$ cat src/design/assert_macros.svh
// assertion macros shared by the json token scanner modules
// no dependencies; define SYNTH to drop the checks
`ifndef ASSERT_MACROS_SVH
`define ASSERT_MACROS_SVH
`ifndef SYNTH
`define JTS_ASSERT(lbl, clk, rstn, prop) \
	lbl: assert property (@(posedge clk) disable iff (!rstn) prop) \
		else $error("assertion failed");
`define JTS_NEVER(lbl, clk, rstn, expr) \
	lbl: assert property (@(posedge clk) disable iff (!rstn) !(expr)) \
		else $error("forbidden condition seen");
`else
`define JTS_ASSERT(lbl, clk, rstn, prop)
`define JTS_NEVER(lbl, clk, rstn, expr)
`endif
`endif

$ cat src/design/jts_pkg.sv
// shared types, codes and keyword tables of the json token scanner
// no dependencies
`timescale 1ns / 1ps

package jts_pkg;

	typedef struct packed {
		logic [7:0] ch;
		logic       last;
	} in_item_t;

	typedef struct packed {
		logic [3:0]  kind;
		logic [1:0]  error_code;
		logic [23:0] start_pos;
		logic [23:0] lexeme_length;
		logic [15:0] line;
		logic        run_end;
	} out_item_t;

	// token kinds
	localparam logic [3:0] KIND_LBRACE   = 4'd0;
	localparam logic [3:0] KIND_RBRACE   = 4'd1;
	localparam logic [3:0] KIND_LBRACKET = 4'd2;
	localparam logic [3:0] KIND_RBRACKET = 4'd3;
	localparam logic [3:0] KIND_COMMA    = 4'd4;
	localparam logic [3:0] KIND_COLON    = 4'd5;
	localparam logic [3:0] KIND_STRING   = 4'd6;
	localparam logic [3:0] KIND_NUMBER   = 4'd7;
	localparam logic [3:0] KIND_EOF      = 4'd11;
	localparam logic [3:0] KIND_ERROR    = 4'd12;

	// error codes
	localparam logic [1:0] ERR_NONE     = 2'd0;
	localparam logic [1:0] ERR_UNTERM   = 2'd1;
	localparam logic [1:0] ERR_BAD_CHAR = 2'd2;
	localparam logic [1:0] ERR_BAD_WORD = 2'd3;

	// keyword ids
	localparam logic [1:0] KW_NONE  = 2'd0;
	localparam logic [1:0] KW_FALSE = 2'd1;
	localparam logic [1:0] KW_TRUE  = 2'd2;
	localparam logic [1:0] KW_NULL  = 2'd3;

	// characters
	localparam logic [7:0] CH_TAB      = 8'h09;
	localparam logic [7:0] CH_NL       = 8'h0A;
	localparam logic [7:0] CH_CR       = 8'h0D;
	localparam logic [7:0] CH_SPACE    = 8'h20;
	localparam logic [7:0] CH_QUOTE    = 8'h22;
	localparam logic [7:0] CH_COMMA    = 8'h2C;
	localparam logic [7:0] CH_DOT      = 8'h2E;
	localparam logic [7:0] CH_COLON    = 8'h3A;
	localparam logic [7:0] CH_LBRACKET = 8'h5B;
	localparam logic [7:0] CH_RBRACKET = 8'h5D;
	localparam logic [7:0] CH_UNDER    = 8'h5F;
	localparam logic [7:0] CH_LBRACE   = 8'h7B;
	localparam logic [7:0] CH_RBRACE   = 8'h7D;

	// tokens one byte can give, and the queue between front and back
	localparam int TOK_SLOTS   = 3;
	localparam int SLOT_BITS   = 2;
	localparam int QUEUE_DEPTH = 4;
	localparam int QPTR_BITS   = 2;
	localparam int QCNT_BITS   = 3;

	typedef struct packed {
		logic [SLOT_BITS-1:0]            count;
		out_item_t [TOK_SLOTS-1:0]       tok;
	} bundle_t;

	typedef struct packed {
		logic full;
		logic empty;
	} queue_stat_t;

	function automatic logic [2:0] kw_len(input logic [1:0] id);
		case (id)
			KW_FALSE: return 3'd5;
			KW_TRUE:  return 3'd4;
			KW_NULL:  return 3'd4;
			default:  return 3'd0;
		endcase
	endfunction

	function automatic logic [7:0] kw_char(input logic [1:0] id, input logic [2:0] idx);
		case ({id, idx})
			{KW_FALSE, 3'd0}: return "f";
			{KW_FALSE, 3'd1}: return "a";
			{KW_FALSE, 3'd2}: return "l";
			{KW_FALSE, 3'd3}: return "s";
			{KW_FALSE, 3'd4}: return "e";
			{KW_TRUE, 3'd0}:  return "t";
			{KW_TRUE, 3'd1}:  return "r";
			{KW_TRUE, 3'd2}:  return "u";
			{KW_TRUE, 3'd3}:  return "e";
			{KW_NULL, 3'd0}:  return "n";
			{KW_NULL, 3'd1}:  return "u";
			{KW_NULL, 3'd2}:  return "l";
			{KW_NULL, 3'd3}:  return "l";
			default:          return 8'h00;
		endcase
	endfunction

	function automatic logic is_digit(input logic [7:0] c);
		return c inside {["0":"9"]};
	endfunction

	function automatic logic is_alpha(input logic [7:0] c);
		return (c inside {["a":"z"], ["A":"Z"]}) || (c == CH_UNDER);
	endfunction

endpackage

$ cat src/design/jts_front.sv
// front end: takes one byte a cycle while the queue is not full, runs the lexer state and forms a token bundle
// depends on jts_pkg and assert_macros.svh
`timescale 1ns / 1ps
`include "assert_macros.svh"

module jts_front import jts_pkg::*; #(
	parameter int POS_BITS  = 24,
	parameter int LINE_BITS = 16
) (
	input  logic     clk,
	input  logic     arst_n,
	input  logic     byte_valid,
	input  in_item_t byte_item,
	input  logic     full,
	output logic     push,
	output bundle_t  bundle
);

	typedef enum logic [5:0] {
		ST_IDLE = 6'b000001,
		ST_STR  = 6'b000010,
		ST_INT  = 6'b000100,
		ST_DOT  = 6'b001000,
		ST_FRAC = 6'b010000,
		ST_WORD = 6'b100000
	} lex_state_t;

	localparam logic [POS_BITS-1:0]  POS_MAX  = '1;
	localparam logic [LINE_BITS-1:0] LINE_MAX = '1;
	localparam logic [POS_BITS-1:0]  POS_ONE  = POS_BITS'(1);

	function automatic logic [POS_BITS-1:0] inc_pos(input logic [POS_BITS-1:0] v);
		return (v == POS_MAX) ? v : v + POS_ONE;
	endfunction

	function automatic logic [LINE_BITS-1:0] inc_line(input logic [LINE_BITS-1:0] v);
		return (v == LINE_MAX) ? v : v + LINE_BITS'(1);
	endfunction

	function automatic logic [POS_BITS-1:0] sub0(input logic [POS_BITS-1:0] a,
			input logic [POS_BITS-1:0] b);
		return (a > b) ? a - b : '0;
	endfunction

	function automatic out_item_t mk(input logic [3:0] kind, input logic [1:0] code,
			input logic [POS_BITS-1:0] start, input logic [POS_BITS-1:0] len,
			input logic [LINE_BITS-1:0] ln);
		out_item_t t;
		logic [POS_BITS+23:0]  s_ext;
		logic [POS_BITS+23:0]  l_ext;
		logic [LINE_BITS+15:0] n_ext;
		s_ext = {24'b0, start};
		l_ext = {24'b0, len};
		n_ext = {16'b0, ln};
		t.kind          = kind;
		t.error_code    = code;
		t.start_pos     = s_ext[23:0];
		t.lexeme_length = l_ext[23:0];
		t.line          = n_ext[15:0];
		t.run_end       = 1'b0;
		return t;
	endfunction

	lex_state_t           st_q, nst;
	logic [LINE_BITS-1:0] line_q, nline;
	logic [POS_BITS-1:0]  pos_q, tstart_q, ntstart;
	logic [1:0]           kid_q, nkid;
	logic [2:0]           kcnt_q, nkcnt;
	logic                 halted_q, nhalt;

	logic [7:0]           c;
	logic                 last;
	logic [POS_BITS-1:0]  p, pn, pm1, tsi;
	logic                 redo;
	logic [SLOT_BITS-1:0] n;
	out_item_t            tok [TOK_SLOTS];
	logic                 accept;

	assign c      = byte_item.ch;
	assign last   = byte_item.last;
	assign p      = pos_q;
	assign pn     = inc_pos(pos_q);
	assign pm1    = sub0(pos_q, POS_ONE);
	assign tsi    = inc_pos(tstart_q);
	assign accept = byte_valid && !full;

	always_comb begin
		n       = '0;
		redo    = 1'b1;
		nst     = st_q;
		nline   = line_q;
		ntstart = tstart_q;
		nkid    = kid_q;
		nkcnt   = kcnt_q;
		nhalt   = halted_q;
		for (int i = 0; i < TOK_SLOTS; i++) begin
			tok[i] = '0;
		end

		// finish or extend the pending token
		case (st_q)
			ST_STR: begin
				redo = 1'b0;
				if (c == CH_QUOTE) begin
					tok[n] = mk(KIND_STRING, ERR_NONE, tsi, sub0(p, tsi), nline);
					n = n + 1'b1;
					nst = ST_IDLE;
				end else if (c == CH_NL) begin
					nline = inc_line(nline);
				end
			end
			ST_INT, ST_FRAC: begin
				if (is_digit(c)) begin
					redo = 1'b0;
				end else if (c == CH_DOT && st_q == ST_INT) begin
					redo = 1'b0;
					nst = ST_DOT;
				end else begin
					tok[n] = mk(KIND_NUMBER, ERR_NONE, tstart_q, sub0(p, tstart_q), nline);
					n = n + 1'b1;
					nst = ST_IDLE;
				end
			end
			ST_DOT: begin
				redo = 1'b0;
				if (is_digit(c)) begin
					nst = ST_FRAC;
				end else begin
					// number closes before the dot, the dot itself is bad
					tok[n] = mk(KIND_NUMBER, ERR_NONE, tstart_q, sub0(pm1, tstart_q), nline);
					n = n + 1'b1;
					tok[n] = mk(KIND_ERROR, ERR_BAD_CHAR, pm1, POS_ONE, nline);
					n = n + 1'b1;
					nhalt = 1'b1;
					nst = ST_IDLE;
				end
			end
			ST_WORD: begin
				if (is_digit(c) || is_alpha(c)) begin
					redo = 1'b0;
					if (kid_q != KW_NONE && kcnt_q < kw_len(kid_q)
							&& kw_char(kid_q, kcnt_q) == c) begin
						nkcnt = kcnt_q + 3'd1;
					end else begin
						nkid  = KW_NONE;
						nkcnt = 3'd0;
					end
				end else begin
					nst = ST_IDLE;
					if (kid_q != KW_NONE && kcnt_q == kw_len(kid_q)) begin
						tok[n] = mk(KIND_NUMBER + 4'(kid_q), ERR_NONE, tstart_q,
							sub0(p, tstart_q), nline);
						n = n + 1'b1;
					end else begin
						tok[n] = mk(KIND_ERROR, ERR_BAD_WORD, tstart_q,
							sub0(p, tstart_q), nline);
						n = n + 1'b1;
						nhalt = 1'b1;
					end
				end
			end
			default: begin
				nst = ST_IDLE;
			end
		endcase

		// start of a new token, or punctuation
		if (redo && !nhalt) begin
			case (c)
				CH_LBRACE: begin
					tok[n] = mk(KIND_LBRACE, ERR_NONE, p, POS_ONE, nline);
					n = n + 1'b1;
				end
				CH_RBRACE: begin
					tok[n] = mk(KIND_RBRACE, ERR_NONE, p, POS_ONE, nline);
					n = n + 1'b1;
				end
				CH_LBRACKET: begin
					tok[n] = mk(KIND_LBRACKET, ERR_NONE, p, POS_ONE, nline);
					n = n + 1'b1;
				end
				CH_RBRACKET: begin
					tok[n] = mk(KIND_RBRACKET, ERR_NONE, p, POS_ONE, nline);
					n = n + 1'b1;
				end
				CH_COMMA: begin
					tok[n] = mk(KIND_COMMA, ERR_NONE, p, POS_ONE, nline);
					n = n + 1'b1;
				end
				CH_COLON: begin
					tok[n] = mk(KIND_COLON, ERR_NONE, p, POS_ONE, nline);
					n = n + 1'b1;
				end
				CH_SPACE, CH_CR, CH_TAB: begin
				end
				CH_NL: begin
					nline = inc_line(nline);
				end
				CH_QUOTE: begin
					ntstart = p;
					nst = ST_STR;
				end
				default: begin
					if (is_digit(c)) begin
						ntstart = p;
						nst = ST_INT;
					end else if (is_alpha(c)) begin
						ntstart = p;
						nst = ST_WORD;
						nkcnt = 3'd1;
						if (c == "f") begin
							nkid = KW_FALSE;
						end else if (c == "t") begin
							nkid = KW_TRUE;
						end else if (c == "n") begin
							nkid = KW_NULL;
						end else begin
							nkid  = KW_NONE;
							nkcnt = 3'd0;
						end
					end else begin
						tok[n] = mk(KIND_ERROR, ERR_BAD_CHAR, p, POS_ONE, nline);
						n = n + 1'b1;
						nhalt = 1'b1;
						nst = ST_IDLE;
					end
				end
			endcase
		end

		// end of document: close what is open, then eof unless an error token was given
		if (last && !nhalt) begin
			case (nst)
				ST_STR: begin
					tok[n] = mk(KIND_ERROR, ERR_UNTERM, inc_pos(ntstart),
						sub0(pn, inc_pos(ntstart)), nline);
					n = n + 1'b1;
					nhalt = 1'b1;
				end
				ST_INT, ST_FRAC: begin
					tok[n] = mk(KIND_NUMBER, ERR_NONE, ntstart, sub0(pn, ntstart), nline);
					n = n + 1'b1;
				end
				ST_DOT: begin
					tok[n] = mk(KIND_NUMBER, ERR_NONE, ntstart, sub0(p, ntstart), nline);
					n = n + 1'b1;
					tok[n] = mk(KIND_ERROR, ERR_BAD_CHAR, p, POS_ONE, nline);
					n = n + 1'b1;
					nhalt = 1'b1;
				end
				ST_WORD: begin
					if (nkid != KW_NONE && nkcnt == kw_len(nkid)) begin
						tok[n] = mk(KIND_NUMBER + 4'(nkid), ERR_NONE, ntstart,
							sub0(pn, ntstart), nline);
						n = n + 1'b1;
					end else begin
						tok[n] = mk(KIND_ERROR, ERR_BAD_WORD, ntstart,
							sub0(pn, ntstart), nline);
						n = n + 1'b1;
						nhalt = 1'b1;
					end
				end
				default: begin
				end
			endcase
			if (!nhalt) begin
				tok[n] = mk(KIND_EOF, ERR_NONE, pn, '0, nline);
				n = n + 1'b1;
			end
			nhalt = 1'b1;
			nst = ST_IDLE;
		end
	end

	always_comb begin
		bundle.count = n;
		for (int i = 0; i < TOK_SLOTS; i++) begin
			bundle.tok[i] = tok[i];
		end
	end

	assign push = accept && !halted_q && (n != '0);

	always_ff @(posedge clk or negedge arst_n) begin
		if (!arst_n) begin
			st_q     <= ST_IDLE;
			line_q   <= LINE_BITS'(1);
			pos_q    <= '0;
			tstart_q <= '0;
			kid_q    <= KW_NONE;
			kcnt_q   <= 3'd0;
			halted_q <= 1'b0;
		end else if (accept && !halted_q) begin
			st_q     <= nst;
			line_q   <= nline;
			pos_q    <= pn;
			tstart_q <= ntstart;
			kid_q    <= nkid;
			kcnt_q   <= nkcnt;
			halted_q <= nhalt;
		end
	end

	`JTS_ASSERT(a_halt_idle, clk, arst_n, halted_q |-> (st_q == ST_IDLE))
	`JTS_ASSERT(a_halt_sticky, clk, arst_n, halted_q |=> halted_q)

endmodule

$ cat src/design/jts_queue.sv
// small queue of token bundles between front and back end
// depends on jts_pkg and assert_macros.svh
`timescale 1ns / 1ps
`include "assert_macros.svh"

module jts_queue import jts_pkg::*; (
	input  logic        clk,
	input  logic        arst_n,
	input  logic        push,
	input  bundle_t     wr_data,
	input  logic        pop,
	output bundle_t     head,
	output queue_stat_t stat
);

	bundle_t              mem_q [QUEUE_DEPTH];
	logic [QPTR_BITS-1:0] wr_ptr_q, rd_ptr_q;
	logic [QCNT_BITS-1:0] count_q;

	function automatic logic [QPTR_BITS-1:0] next_ptr(input logic [QPTR_BITS-1:0] v);
		return (v == QPTR_BITS'(QUEUE_DEPTH - 1)) ? '0 : v + 1'b1;
	endfunction

	assign head       = mem_q[rd_ptr_q];
	assign stat.full  = (count_q == QCNT_BITS'(QUEUE_DEPTH));
	assign stat.empty = (count_q == '0);

	always_ff @(posedge clk) begin
		if (push) begin
			mem_q[wr_ptr_q] <= wr_data;
		end
	end

	always_ff @(posedge clk or negedge arst_n) begin
		if (!arst_n) begin
			wr_ptr_q <= '0;
			rd_ptr_q <= '0;
			count_q  <= '0;
		end else begin
			if (push) begin
				wr_ptr_q <= next_ptr(wr_ptr_q);
			end
			if (pop) begin
				rd_ptr_q <= next_ptr(rd_ptr_q);
			end
			case ({push, pop})
				2'b10:   count_q <= count_q + 1'b1;
				2'b01:   count_q <= count_q - 1'b1;
				default: count_q <= count_q;
			endcase
		end
	end

	`JTS_NEVER(a_no_overflow, clk, arst_n, stat.full && push)
	`JTS_NEVER(a_no_underflow, clk, arst_n, stat.empty && pop)

endmodule

$ cat src/design/jts_back.sv
// back end: register giving each bundle's tokens one per cycle unless stalled
// depends on jts_pkg and assert_macros.svh
`timescale 1ns / 1ps
`include "assert_macros.svh"

module jts_back import jts_pkg::*; (
	input  logic        clk,
	input  logic        arst_n,
	input  bundle_t     head,
	input  queue_stat_t stat,
	output logic        pop,
	output logic        tok_valid,
	input  logic        tok_stall,
	output out_item_t   tok_item
);

	bundle_t              cur_q;
	logic [SLOT_BITS-1:0] idx_q;
	logic                 valid_q;
	logic                 last_tok;
	logic                 advance;
	logic                 load;

	assign last_tok = (idx_q == SLOT_BITS'(cur_q.count - 1'b1));
	assign advance  = valid_q && !tok_stall;
	assign load     = !stat.empty && (!valid_q || (advance && last_tok));
	assign pop      = load;

	always_comb begin
		tok_item         = cur_q.tok[idx_q];
		tok_item.run_end = last_tok;
	end
	assign tok_valid = valid_q;

	always_ff @(posedge clk) begin
		if (load) begin
			cur_q <= head;
		end
	end

	always_ff @(posedge clk or negedge arst_n) begin
		if (!arst_n) begin
			valid_q <= 1'b0;
			idx_q   <= '0;
		end else if (load) begin
			valid_q <= 1'b1;
			idx_q   <= '0;
		end else if (advance) begin
			if (last_tok) begin
				valid_q <= 1'b0;
			end else begin
				idx_q <= idx_q + 1'b1;
			end
		end
	end

	`JTS_ASSERT(a_idx_in_bundle, clk, arst_n, valid_q |-> (idx_q < cur_q.count))
	`JTS_ASSERT(a_mid_bundle_stays, clk, arst_n, (valid_q && !tok_stall && !last_tok) |=> valid_q)

endmodule

$ cat src/design/json_token_scanner_unit.sv
// top level of the json token scanner: front end, bundle queue, back end
// depends on jts_pkg, jts_front, jts_queue and jts_back
`timescale 1ns / 1ps
// an accepted byte's tokens pass the bundle queue, then the back end output register
// throughput: one byte per cycle unless stalled; the back end sends its tokens in turn
// the four-entry bundle queue soaks up bursts, the byte side stalls only when it is full
// reset: asynchronous, active low; lexer idle, line 1, offset 0, queue and output empty

module json_token_scanner_unit import jts_pkg::*; #(
	parameter int POS_BITS  = 24,
	parameter int LINE_BITS = 16
) (
	input  logic      clk,
	input  logic      arst_n,
	// byte side
	input  logic      byte_valid,
	output logic      byte_stall,
	input  in_item_t  byte_item,
	// token side
	output logic      tok_valid,
	input  logic      tok_stall,
	output out_item_t tok_item
);

	// bundle from the front end, up to three tokens caused by one byte
	bundle_t     fr_bundle;
	logic        fr_push;
	// queue head and status seen by the back end
	bundle_t     q_head;
	queue_stat_t q_stat;
	logic        bk_pop;

	// byte side stalls only while the queue has no room for a bundle
	assign byte_stall = q_stat.full;

	// classifies each item and keeps offsets, line count and keyword match
	jts_front #(
		.POS_BITS  (POS_BITS),
		.LINE_BITS (LINE_BITS)
	) u_front (
		.clk        (clk),
		.arst_n     (arst_n),
		.byte_valid (byte_valid),
		.byte_item  (byte_item),
		.full       (q_stat.full),
		.push       (fr_push),
		.bundle     (fr_bundle)
	);

	// decouples the two sides so either can stall alone
	jts_queue u_queue (
		.clk     (clk),
		.arst_n  (arst_n),
		.push    (fr_push),
		.wr_data (fr_bundle),
		.pop     (bk_pop),
		.head    (q_head),
		.stat    (q_stat)
	);

	// output register, walks through each bundle and marks its last token
	jts_back u_back (
		.clk       (clk),
		.arst_n    (arst_n),
		.head      (q_head),
		.stat      (q_stat),
		.pop       (bk_pop),
		.tok_valid (tok_valid),
		.tok_stall (tok_stall),
		.tok_item  (tok_item)
	);

endmodule
$ cat config.mk
export PLATFORM = sky130hd
export DESIGN_NAME = json_token_scanner_unit
export DESIGN_NICKNAME = d
export VERILOG_FILES = /design/src/design/jts_pkg.sv /design/src/design/jts_front.sv /design/src/design/jts_queue.sv /design/src/design/jts_back.sv /design/src/design/json_token_scanner_unit.sv
export VERILOG_INCLUDE_DIRS = /design/src /design/src/design
export SDC_FILE = /design/constraint.sdc
export NUM_CORES = 2
export LEC_CHECK = 0
export BUFFER_PORTS_ARGS = -buffer_cell sky130_fd_sc_hd__buf_2
export CAP_MARGIN = 10
export CORE_UTILIZATION = 35
export CTS_BUF_LIST = sky130_fd_sc_hd__clkbuf_4 sky130_fd_sc_hd__clkbuf_8
export CTS_CLUSTER_SIZE = 25
export DETAILED_ROUTE_END_ITERATION = 10
export PLACE_DENSITY = 0.59
export SYNTH_ARGS = -nofsm -noshare
export SYNTH_HDL_FRONTEND = slang
export SYNTH_SLANG_ARGS = --single-unit
$ cat constraint.sdc
create_clock -name clk -period 14.6 [get_ports clk]
set_clock_uncertainty 0.05 [all_clocks]
set_input_delay 0.73 -clock clk [delete_from_list [all_inputs] [get_ports clk]]
set_output_delay 0.73 -clock clk [all_outputs]
set_load 0.02 [all_outputs]
---- Yosys cells after proc, flatten, opt, wreduce, memory -nomap -nowiden ----
Memories as Yosys holds them, arrays and structs flattened. A register that Yosys moved wholly into a read port is not among the register bits.
Index checks and enable logic that the tools add are counted.
storage, ports and cells
  bits in writable memories ............... 860
  memories ................................ 2
  output and inout bits ................... 73
  bits in read-only memories .............. 224
  word-level logic and storage cells ...... 308
  bits in registers ....................... 86
memories
  name             depth  width  rd ports  clocked after memory_dff  wr ports  RTL line         RTL
  u_queue.mem_q    4      215    1         1                         1         jts_queue.sv:16  bundle_t mem_q [QUEUE_DEPTH];
  (no name shown)  32     7      1         0                         0         jts_pkg.sv:87    case ({id, idx})
operators by class
  reduce and logical (&&, ||, !) cells .... 51
  add/sub/neg operators ................... 25
  equal/unequal tests ..................... 47
  bitwise gates (word level) .............. 4
  $lt $le $gt $ge ......................... 23
  muxes and demuxes ....................... 144
operators by type and width
  operator                                              number
  bitwise mux 213 bit                                   14
  2-to-1 mux 213 bit                                    7
  case mux 213 bit (7 select lines)                     1
  case mux 213 bit (4 select lines)                     1
  2-to-1 mux 71 bit                                     9
  demux 71 bit (select 2 bit)                           4
  2-to-1 mux 24 bit                                     13
  case mux 71 bit (4 select lines)                      1
  greater-than comparator 24 bit                        6
  subtractor 24 bit                                     6
  binary-select mux 71 bit (select 2 bit)               1
  2-to-1 mux 141 bit                                    1
  2-to-1 mux 70 bit                                     2
  2-to-1 mux 16 bit                                     7
  adder 24 x 1 -> 24 bit (second input constant)        3
  equality test 24 bit (second input constant)          3
  equality test 8 x 7 -> 1 bit (second input constant)  8
  case mux 24 bit (2 select lines)                      1
  2-to-1 mux 2 bit                                      23
  2-to-1 mux 3 bit                                      15
  2-to-1 mux 6 bit                                      7
  equality test 8 x 6 -> 1 bit (second input constant)  5
  adder 16 x 1 -> 16 bit (second input constant)        2
  equality test 16 bit (second input constant)          2
  other kinds (52)                                      152

---- Longest topological paths before layout ----
  depth after elaboration ................. 33
  gate-level depth with buffers ........... 38
  depth with buffers taken out ............ 31

---- By module ----
Synthesis repeated with hierarchy kept, for this count alone.
second synthesis, totals
  cells, all modules ...................... 5,238
  area, all modules ....................... 62,673.9 um^2
by module, submodules not included
  module     cells each  times used  area each (um^2)  seq. area each (um^2)
  jts_queue  1,161       1           31,417.6          25,999.9
  jts_front  3,594       1           23,151.0          1,904.3
  jts_back   483         1           8,105.3           6,441.2

---- Worst setup path after synthesis ----
No wires, ideal clock.
  kind .................................... register -> register
  start point ............................. register u_front.kid_q[0]
  end point ............................... memory u_queue.mem_q[0][100] (netlist bit) (enable)
  buffers on the path ..................... 2
  setup time .............................. 0.600 ns
  setup slack ............................. 4.461 ns
  cell stages (with the launch flop) ...... 22
  arrival time ............................ 9.490 ns
  clock period less this slack ............ 10.139 ns
  required time ........................... 13.950 ns
  path through ............................ dfrtp_1 > clkbuf_1 > inv_1 > ha_1 > ha_1 > nor4bb_1 > o31a_1 > o21ai_0 > nor2_1 > xnor2_1 > inv_1 > ha_1 > clkbuf_1 > nor3_1 > a21oi_1 > a21oi_1 > ha_1 > mux2i_1 > nor2_1 > a21oi_1 > o21a_1 > and2_1
RTL lines
  element                   RTL line          RTL
  start: declaration        jts_front.sv:67   logic [1:0] kid_q, nkid;
  start signal: assignment  jts_front.sv:298  kid_q <= nkid;
  end: declaration          jts_queue.sv:16

==> out/results.ini <==
[status]
status = complete, no violations

[sta]
min_period_ns = 10.36
finalSetupViolCount = 0
period_share_pct = 70.9
rsz0062_at_grt = false
finalMaxSlewViolations = 0
max_slew_margin_pct = 10.6
final-hold-violation-count = 0
tightest_slew_ns = 1.34
fmax_mhz = 96.6
setup-tns-final_ns = 0

[floorplan]
initial_core_util_pct = 35.3
coreArea_um2 = 174000
num_io_pins = 86
die_h_um = 421
dieArea_um2 = 177000
die_x_um = 421
std_cell_rows = 153

[finish]
n_fill_cell = 16700
area_growth_pct = 12.1
fin_area_um2 = 68900
utilization_pct = 39.5
drive_above_1_share_pct = 16.3
fin_nets = 5442
instances_no_fill = 7737

[clock_tree]
cts_tree = built
clock_latency_ns = 0.96
numCtsBuffers = 182
cts.clk_slew.worst_paths_ns = 0.06
htreeDepth = 4
cts_buffer_depth = 3
cts_sinks = 1146
cts.repair.resized = 0
root_buffer = clkbuf_8

[synth]
synth_warnings = 0
synth_top_area_cell = edfxtp_1
synth_common_cells = edfxtp_1 (1,060), nand2_1 (488), o21ai_0 (412)
ys_ff_latch = 1146
syn-num-nets = 5310
synthCells = 5122
synthTopCellsByArea = edfxtp_1 (52%), mux4_2 (7.8%), dfrtp_1 (3.4%)
synth.avg_cell_area_um2 = 12.0
synth.distinct_cells = 110
synthArstFlopShare_pct = 7.50
netlist_area_um2 = 61500
synth.top_cell.area_share_pct = 51.8
yosysSeqAreaShare_pct = 55.3
synth_edf_count = 1060
ys.flop_type = edfxtp_1
yosysMostFrequentCell = edfxtp_1

[routing]
post_drt_wl_per_cell_um = 31.1
drt_iter0_markers = 5763
wirelength_um = 241000
post-route-drc-count = 0
ant_nets = 0
drt-pass1-iter-count = 8
vias = 46400
via_per_inst = 6.00

[setup_path]
path_common_cell = ha_1
cp_max_fo = 32
slowest_delay_ns = 0.92
critPathKind = reg2reg
reg2reg_slack_ns = 4.24
cp-end-kind = flop
crit_slowest_cell = nor4bb_1
cp-start-kind = flop
worst_ep_required_time_ns = 15.13
crit_arrival_ns = 10.88

[power]
leakagePower_nw = 24.4
irDropWorstVdd_mv = 0.128
power_density_nw_per_um2 = 143

[placement]
detailed_place.area_um2 = 65200
numPortBuffers = 85
placed_cells = 7390
dp_hpwl_um = 170000
gp_congestion = 1.05

[global_route]
gr-total-overflow = 0
antenna_found_initial = 14
grt_pass1_vias = 44900
grt_usage_pct = 26.6
grt_pass1_wl_um = 340000
grt_max_degree = 108

[min_path]
hp-class = in2reg

[job]
drv_cap = 0

[cell families after synthesis]
group,share of synthesized area (%)
AOI/OAI and AO/OA,14.0
xor gates and xnor gates,4.07
adders and majority gates,3.73
buffers and inverters,2.95
DFF,55.3
muxes,9.72
and+or+nand+nor,10.3
[registers in the layout, indices dropped and copies added (netlist names)]
name and count:
u_back.cur_q 212, u_front.st_q 6, u_front.line_q 16, u_queue.rd_ptr_q 2, u_front.tstart_q 24, u_back.tok_valid 1, u_queue.count_q 3, u_front.kcnt_q 3
u_front.kid_q 2, u_queue.wr_ptr_q 2, u_front.p 24, u_front.halted_q 1, u_queue.mem_q 848, u_back.idx_q 2
[layout make-up]
cell class / instances / area [um2] / area share, %
antenna: 5 / 12.5 / 0.0182
clock buffer: 243 / 3000 / 4.36
clock inverter: 94 / 653 / 0.948
inverter: 136 / 513 / 0.745
multi-input combinational: 3510 / 25800 / 37.5
sequential: 1146 / 34000 / 49.4
tap: 2325 / 2910 / 4.22
timing repair buffer: 278 / 1960 / 2.85
[through the flow]
| stage | hold WS, ns | total power, W | setup slack (ns) |
|---|---|---|---|
| after floorplan | 0.384 | 0.00610 | 4.46 |
| after global placement | 0.442 | 0.00715 | 4.08 |
| after CTS | 0.0480 | 0.00990 | 4.25 |
| after detailed placement | 0.453 | 0.00714 | 4.03 |
| final | 0.137 | 0.00984 | 4.24 |
| after global routing | 0.118 | 0.0103 | 3.48 |
[per-layer routing]
| layer | vias to the layer above | share of wire (%) | GRT usage, % |
|---|---|---|---|
| met4 | 8 | 4.6 | 11.8 |
| li1 | 20000 | - | - |
| met3 | 479 | 9.2 | 5.99 |
| met5 | - | 0.021 | 0 |
| met2 | 2406 | 43 | 39.3 |
| met1 | 23500 | 43 | 37.2 |
[power by group]
group / switching, W / internal [W]
Sequential: 0.000189 / 0.00385
Clock: 0.00130 / 0.00144
Combinational: 0.00196 / 0.00110
[layout by cell type (no fill, tap or decap), drive strengths merged, types with 28 or more instances in the layout]
| cell type | synthesis | routed |
|---|---|---|
| a31oi | 40 | 40 |
| nor2 | 336 | 336 |
| o31ai | 28 | 28 |
| a211oi | 39 | 39 |
| nand2 | 488 | 488 |
| buf | 71 | 275 |
| o21ai | 425 | 425 |
| nand4 | 55 | 55 |
| dfrtp | 84 | 84 |
| nor4 | 47 | 47 |
| mux4 | 212 | 212 |
| and2 | 30 | 30 |
| a22oi | 41 | 41 |
| a21o | 78 | 78 |
| nor3 | 87 | 87 |
| mux2i | 105 | 105 |
| ha | 168 | 168 |
| nand3 | 111 | 111 |
| a21oi | 376 | 376 |
| and3 | 41 | 41 |
| clkinv | 3 | 79 |
| clkbuf | 259 | 243 |
| inv | 133 | 140 |
| xor2 | 96 | 96 |
| o211ai | 29 | 29 |
| xnor2 | 184 | 184 |
| nand2b | 30 | 30 |
| edfxtp | 1060 | 1060 |
| a221oi | 35 | 35 |
| o22ai | 56 | 56 |
[timing repair]
action,CTS,global route
setup buffers,0,0
endpoints found under the hold margin,39,0
hold buffers,3,0
[final timing paths]
check / to / cells after the start / start
min in group asynchronous: u_queue.count_q[0] / 2 / arst_n
max: u_queue.mem_q[0][40] / 28 / u_front.kid_q[1]
max in group asynchronous: u_front.p[20] / 3 / arst_n
max reg2reg: u_queue.mem_q[0][40] / 28 / u_front.kid_q[1]
min reg2reg: u_queue.count_q[2] / 1 / u_queue.count_q[2]
min: u_front.halted_q / 3 / byte_valid
[worst max-delay path, delay by kind of cell (launching register included)]
family,cells,cell delay [ns]
AO/OA/AOI/OAI,13,3.58
AND/OR/NAND/NOR,6,3.30
buffers and inverters,4,1.23
adder cells (fa/ha/maj),3,0.90
flip-flops,1,0.59
multiplexers,1,0.24
XOR/XNOR,1,0.09
No activity file was read; power rests on OpenSTA's default activity.
